## config.mk

```make
export PLATFORM = sky130hd
export DESIGN_NAME = ccq_cmp_unit
export DESIGN_NICKNAME = d
export VERILOG_FILES = /design/src/hdl/ccq_pkg.sv /design/src/hdl/ccq_cmp_unit.sv
export SDC_FILE = /design/constraint.sdc
export NUM_CORES = 1
export LEC_CHECK = 0
export BUFFER_PORTS_ARGS = -buffer_cell sky130_fd_sc_hd__buf_2
export CORE_AREA = 2 2 149 151
export DETAILED_ROUTE_END_ITERATION = 10
export DIE_AREA = 0 0 151 153
export PLACE_DENSITY_LB_ADDON = 0.08
export RECOVER_POWER = 100
export SETUP_SLACK_MARGIN = 0.15
export SYNTH_ARGS = -nofsm -noshare
export SYNTH_HDL_FRONTEND = slang
export SYNTH_SLANG_ARGS = --single-unit
```

## constraint.sdc

```tcl
create_clock -name vclk -period 5.3
set_clock_uncertainty 0.1 [all_clocks]
set_input_delay 1.06 -clock vclk [all_inputs]
set_output_delay 1.06 -clock vclk [all_outputs]
set_load 0.01 [all_outputs]
```

## src/hdl/ccq_pkg.sv

```systemverilog
`timescale 1ns / 1ps
// ----------------------------------------------------------------------------
// Coalescing command queue package
// Shared widths, entry and key types, result codes and compare result struct.
// ----------------------------------------------------------------------------
package ccq_pkg;

    localparam int TABLE_DEPTH = 32;
    localparam int IDX_W       = $clog2(TABLE_DEPTH);
    localparam int CNT_W       = $clog2(TABLE_DEPTH + 1);

    // Opcodes of an input item.
    localparam logic OP_ENQUEUE = 1'b0;
    localparam logic OP_DRAIN   = 1'b1;

    // Result types.
    localparam logic [1:0] RT_ENQ_STATUS = 2'd0;
    localparam logic [1:0] RT_ENTRY      = 2'd1;
    localparam logic [1:0] RT_EMPTY      = 2'd2;

    // Enqueue status codes.
    localparam logic [1:0] ST_APPENDED = 2'd0;
    localparam logic [1:0] ST_REPLACED = 2'd1;
    localparam logic [1:0] ST_DROPPED  = 2'd2;

    typedef struct packed {
        logic [15:0] session;
        logic [31:0] sequence_num;
        logic [7:0]  kind;
        logic [47:0] tick;
        logic [47:0] recv_time;
        logic [47:0] client_time;
        logic [63:0] payload;
    } entry_t;

    // Sort key, most significant field first.
    typedef struct packed {
        logic [47:0] tick;
        logic [15:0] session;
        logic [31:0] sequence_num;
    } key_t;

    typedef struct packed {
        logic key_less;
        logic move_hit;
    } cmp_res_t;

endpackage

```

## src/hdl/ccq_cmp_unit.sv

```systemverilog
`timescale 1ns / 1ps
// ----------------------------------------------------------------------------
// Coalescing command queue compare unit
// Compares one stored entry against the running minimum key and against the
// pending move command. Shared by the enqueue scan and the drain selection.
// ----------------------------------------------------------------------------
module ccq_cmp_unit
(
    input  ccq_pkg::entry_t   ent,
    input  ccq_pkg::key_t     ref_key,
    input  logic [15:0]       cmd_session,
    input  logic [7:0]        move_code,
    output ccq_pkg::cmp_res_t res
);

    ccq_pkg::key_t ent_key;

    assign ent_key.tick         = ent.tick;
    assign ent_key.session      = ent.session;
    assign ent_key.sequence_num = ent.sequence_num;

    // The key fields are packed most significant first, so one unsigned
    // compare gives the lexicographic order.
    assign res.key_less = (ent_key < ref_key);
    assign res.move_hit = (ent.session == cmd_session) && (ent.kind == move_code);

endmodule

```

==> results of run 1 <==
-- synthesized netlist by cell type (all sizes together) (2+ instances only) --
| master | instances |
|---|---|
| a211oi | 11 |
| a21o | 7 |
| a21oi | 29 |
| a221o | 2 |
| a221oi | 2 |
| ha | 95 |
| inv | 95 |
| nand2 | 22 |
| nand2b | 2 |
| nand3 | 6 |
| nand4 | 19 |
| nor2 | 12 |
| nor3 | 7 |
| nor4 | 9 |
| o21ai | 20 |
| xnor2 | 8 |
| xor2 | 16 |
-- worst max-delay path: cells and delay by family --
| family | cells | cell delay (ns) |
|---|---|---|
| adder cells (fa/ha/maj) | 1 | 0.30 |
| AND/OR/NAND/NOR | 2 | 0.50 |
| buffers and inverters | 2 | 0.31 |
| AO/OA/AOI/OAI | 5 | 1.21 |
-- power groups by stage --
stage,sequential [mW],clock (mW),combinational (mW)
6_report,0,0.0000000504,0.272
5_1_grt,0,0.0000000252,0.319
4_1_cts,0,0,0.280
3_5_place_dp,0,0,0.278
3_3_place_gp,0,0,0.275
2_1_floorplan,0,0,0.140
-- per-stage QoR --
stage | cells | power, mW | setup slack [ns]
2_1_floorplan | 370 | 0.140 | 1.41
3_3_place_gp | 876 | 0.275 | 0.614
3_5_place_dp | 876 | 0.278 | 0.603
4_1_cts | 876 | 0.280 | 0.604
5_1_grt | 877 | 0.319 | 0.433
6_report | 878 | 0.272 | 0.754
-- kinds of logic after synthesis --
group                      synth area share
AOI/OAI and AO/OA                     0.179
adders and majority gates             0.452
xor gates and xnor gates             0.0800
buffers and inverters                 0.136
and+or+nand+nor                       0.153
-- worst min path at each step --
stage,start,end,slack [ns]
2_1_floorplan,ent[213],res[0],2.18
3_3_place_gp,ent[213],res[0],2.40
3_5_place_dp,ent[213],res[0],2.40
4_1_cts,ent[213],res[0],2.40
5_1_grt,ent[208],res[0],2.43
6_report,ent[213],res[0],2.39
-- final cells by class --
cell class	instances	area, um2	share of cell area
tap	280	350	0.0852
antenna	2	5.00	0.00122
inverter	95	357	0.0867
multi-input combinational	275	2270	0.552
timing repair buffer	226	1130	0.274
-- layout by cell type, fill, tap and decap left out, types with 11 or more instances in the layout --
master / n
buf_2: 224
inv_1: 95
ha_1: 95
a21oi_1: 29
nand2_1: 22
nand4_1: 19
o21ai_0: 19
xor2_1: 16
nor2_1: 12
a211oi_1: 11
-- per-layer routing --
layer	GRT usage	vias up	routed length, um
li1	-	1742	-
met1	0.127	1332	5270
met2	0.150	144	4700
met3	0.0200	2	1060
met4	0	2	0
met5	0	-	13
==> impl_results.md, run 1 <==
* Required time worst endpoint at 4.14 ns
* Fin. Hold Viols at 0
* Critical Path End Type: primary output
* Post_cts resized at 0
* WS Path Type: input port to primary output
* Pins Over Slew Limit at 0
* Share of the synthesized area in the top cell type at 0.452
* P&R area growth vs syn at 56.4%
* Fillers at 2516
* Aggregate global-route resource usage at 0.0903
* LEAKAGE at 2.47 nW
* Global route total overflow at 0
* YS warnings at 0
* Die W at 151 um
* Crit path to: res[1]
* CP Launch Type: input port
* Synthesized area per cell at 7.10 um2
* Sequential power share at 0
* FFs & Latches at 0
* Clock Power Share at 0
* I/O Pins at 386
* Vias in the first global route at 3452
* Least-Margin Pin Slew at 0.685 ns
* Final #Nets at 1077
* Utilization after layout at 0.191
* Setup bufs post-CTS at 0
* Final worst path period need at 4.55 ns
* Hold path cells at 5
* Final critical-path share of the clock period at 0.858
* Via count at 3222
* Mapped Area at 2630 um2
* Relative slew margins at 0.539
* Register area share after synthesis at 0
* Combinational fraction of design power at 1.000
* Post-detailed-route count of antenna-violating nets at 0
* Largest net degree at the start of global routing at 5
* Initial Utilization at 0.122
* First-pass GRT wire length at 17100 um
* CP Max Fanout at 3
* Maximum vdd drop at 0.0000198 V
* Die Span Y at 153 um
* Crit. Startpoint: ent[201]
* Net switching power at 0.132 mW
* DR iter-0 viols at 58
* Synth top area cells: ha_1, inv_1, a21oi_1
* Status: completed
* PortBufs at 226
* CP Cell Sequence: buf_2 > ha_1 > a21o_1 > a221o_1 > a221oi_2 > o21ai_2 > nor4_1 > o2111ai_1 > nand2_1 > clkbuf_1
* Setup violators final at 0
* Die ar. at 23100 um2
* CP peak stage delay at 0.40 ns
* Hold Slack at 2.39 ns
* Critical Path AT at 3.39 ns
* Pwr Density at 66.0 nW/um2
* Min-Delay Path Class: input port to primary output
* DRC viols at 0
* Hold buffers post-CTS at 0
* Switching part of the total at 0.486
* Yosys cell types at 28
* Final instance area at 4110 um2
* DR WL/cell at 12.6 um
* Max-cap violations at 0
* DP HPWL at 10800 um
* DP Area at 4110 um2
* RSZ-0062 raised after global routing: no
* Largest area contributor in the netlist: ha_1
* CLK BUF at 0
* Drt first pass iters at 4
* Post-Route Setup TNS at 0 ns
* Reg area at 0 um2
* Syn nets at 849
* Antenna violations before repair at 3
* GPL Wtd Cong at 0.760
* Pint at 0.139 mW
* FP Rows at 54
* Layout cell share with drive strength beyond 1 at 0.381
* Synth Instances at 370
* Final wirelength at 11000 um
* Core region area at 21500 um2
* CP max-delay cell: nor4_1
* F_max at 220 MHz
* Via-to-Cell Ratio at 3.67
Power figures use the tool's default switching activity.
==> run 2: changes to the inputs <==
--- a/config.mk
+++ b/config.mk
@@ -5,13 +5,13 @@
 export SDC_FILE = /design/constraint.sdc
 export NUM_CORES = 1
 export LEC_CHECK = 0
+export ABC_AREA = 1
 export BUFFER_PORTS_ARGS = -buffer_cell sky130_fd_sc_hd__buf_2
-export CORE_AREA = 2 2 149 151
+export CORE_AREA = 2 2 151 153
 export DETAILED_ROUTE_END_ITERATION = 10
-export DIE_AREA = 0 0 151 153
+export DIE_AREA = 0 0 153 155
 export PLACE_DENSITY_LB_ADDON = 0.08
 export RECOVER_POWER = 100
-export SETUP_SLACK_MARGIN = 0.15
 export SYNTH_ARGS = -nofsm -noshare
 export SYNTH_HDL_FRONTEND = slang
 export SYNTH_SLANG_ARGS = --single-unit
==> impl_results.md, run 2 <==
* Setup ws final at 1.58 ns (+0.823 ns)
* Setup violators final at 0 (unchanged)
* Via count at 3438 (+6.7%)
* Global route total overflow at 0 (unchanged)
* Share of the synthesized area in the top cell type at 0.416 (-0.0362)
* Required time worst endpoint at 4.14 ns (about the same)
* Layout cell share with drive strength beyond 1 at 0.323 (-0.0580)
* Min-Delay Path Class: input port to primary output
* CLK BUF at 0 (unchanged)
* Most frequent cell after synthesis: inv_1
* Initial Utilization at 0.129 (+0.00622)
* Register area share after synthesis at 0 (unchanged)
* Utilization after layout at 0.195 (+0.00408)
* Least-Margin Pin Slew at 0.267 ns (-0.418 ns)
* Core region area at 22200 um2 (+3.5%)
* GR Util met3 at 0.0203 (+0.000334)
* DP Area at 4350 um2 (+5.7%)
* DP HPWL at 10700 um (-1.3%)
* Grt peak-use layer: met2
* Fin. Hold Viols at 0 (unchanged)
* Mapped Area at 2860 um2 (+8.7%)
* Syn nets at 953 (+12%)
* Most common cell after layout, fill and taps aside: buf_2
* Final worst path period need at 3.72 ns (-0.823 ns)
* I/O Pins at 386 (unchanged)
* GPL Wtd Cong at 0.790 (+4.0%)
* Vias in the first global route at 3498 (+1.3%)
* PortBufs at 226 (unchanged)
* Final #Nets at 1181 (+9.7%)
* DR WL/cell at 11.1 um (-12%)
* Pwr Density at 63.2 nW/um2 (-4.2%)
* Die ar. at 23700 um2 (+2.6%)
* YS warnings at 0 (unchanged)
* FP Rows at 55 (+1.9%)
* Final instance area at 4350 um2 (+5.7%)
* Place WS at 1.54 ns (+0.937 ns)
* Max-cap violations at 0 (unchanged)
* Relative slew margins at 0.820 (+0.281)
* Critical Path AT at 2.56 ns (-0.83 ns)
* WS Path Type: input port to primary output
* Met2 global-route usage at 0.149 (-0.000950)
* LEAKAGE at 2.86 nW (+16%)
* Final wirelength at 10900 um (-1.2%)
* Post_cts resized at 0 (unchanged)
* Met1 Track Usage GR at 0.115 (-0.0121)
* Post-detailed-route count of antenna-violating nets at 0 (unchanged)
* Antenna violations before repair at 1 (-2)
* Largest net degree at the start of global routing at 4 (-1)
* Aggregate global-route resource usage at 0.0857 (-0.00459)
* Maximum vdd drop at 0.0000162 V (-18%)
* Post-Route Setup TNS at 0 ns (unchanged)
* Die Span Y at 155 um (+1.3%)
* First-pass GRT wire length at 16900 um (-1.0%)
* RSZ-0062 raised after global routing: no
* Commonest cells post-synth: inv_1, nand2_1, ha_1
* Synth Instances at 474 (+28%)
* FFs & Latches at 0 (unchanged)
* CP Launch Type: input port
* Drt first pass iters at 4 (unchanged)
* DRC viols at 0 (unchanged)
* Synthesized area per cell at 6.03 um2 (-15%)
* Fillers at 2608 (+3.7%)
* Pins Over Slew Limit at 0 (unchanged)
* Yosys cell types at 18 (-36%)
* F_max at 269 MHz (+22%)
* Via-to-Cell Ratio at 3.49 (-5.0%)
* Synth top area cells: ha_1, inv_1, nand2_1
* Setup bufs post-CTS at 0 (unchanged)
* Reg area at 0 um2 (unchanged)
* P&R area growth vs syn at 52.1%
* Critical Path End Type: primary output
* DR iter-0 viols at 76 (+31%)
* Largest area contributor in the netlist: ha_1
* Final critical-path share of the clock period at 0.702 (-0.155)
* Hold buffers post-CTS at 0 (unchanged)
* Die W at 153 um (+1.3%)
* Status: completed
* CP Max Fanout at 2 (-1)
* Most frequent cells in the layout: buf_2, inv_1, nand2_1
==> run 2: power by group <==
| part | leakage, nW | internal [mW] | switching, mW | total [mW] |
|---|---|---|---|---|
| combinational | 2.86 | 0.140 | 0.135 | 0.275 |
| clock | 0.00000634 | 0.0000000252 | 0 | 0.0000000252 |
| sequential | 0 | 0 | 0 | 0 |
| total | 2.86 | 0.140 | 0.135 | 0.275 |
==> run 2: final timing paths <==
kind / startpoint / end / slack [ns] / depth (start not counted)
max: ent[173] / res[1] / 1.58 / 14
min: cmd_session[11] / res[0] / 2.42 / 5
==> run 2: kinds of logic after synthesis <==
family          Yosys count  synth area share
simple gates            169             0.238
compound gates           58             0.108
buf+inv                 130             0.171
fa+ha+maj                95             0.416
xor+xnor                 22            0.0674
==> run 2: routing by layer <==
| metal | wire length (um) | share of wire | up-vias |
|---|---|---|---|
| li1 | - | - | 1930 |
| met5 | 9 | 0.00082 | - |
| met3 | 972 | 0.089 | 2 |
| met4 | 0 | 0 | 2 |
| met2 | 4860 | 0.45 | 141 |
| met1 | 5070 | 0.46 | 1363 |
==> run 2: worst max-delay path: stages <==
cell and delay [ns]:
buf_2 0.10, ha_1 0.30, nand2_1 0.10, inv_1 0.04, nand2_1 0.08, nor2_1 0.06
nand2_1 0.07, inv_1 0.06, nand2_1 0.06, nand2_1 0.05, o21bai_1 0.18, nand2_1 0.08
a21oi_1 0.12, clkbuf_1 0.21
==> run 2: through the flow <==
stage / hold WS (ns) / power (mW) / cells
after floorplan: 2.18 / 0.150 / 474
after global placement: 2.42 / 0.275 / 985
after detailed placement: 2.43 / 0.282 / 985
after CTS: 2.43 / 0.284 / 985
after global routing: 2.48 / 0.325 / 985
final: 2.42 / 0.275 / 986
==> run 2: layout make-up <==
| class | count | area [um2] | share of cell area |
|---|---|---|---|
| Multi-Input combinational cell | 344 | 2370 | 0.545 |
| Tap cell | 285 | 357 | 0.0821 |
| Timing Repair Buffer | 226 | 1130 | 0.260 |
| Antenna cell | 1 | 2.50 | 0.000576 |
| Inverter | 130 | 488 | 0.112 |
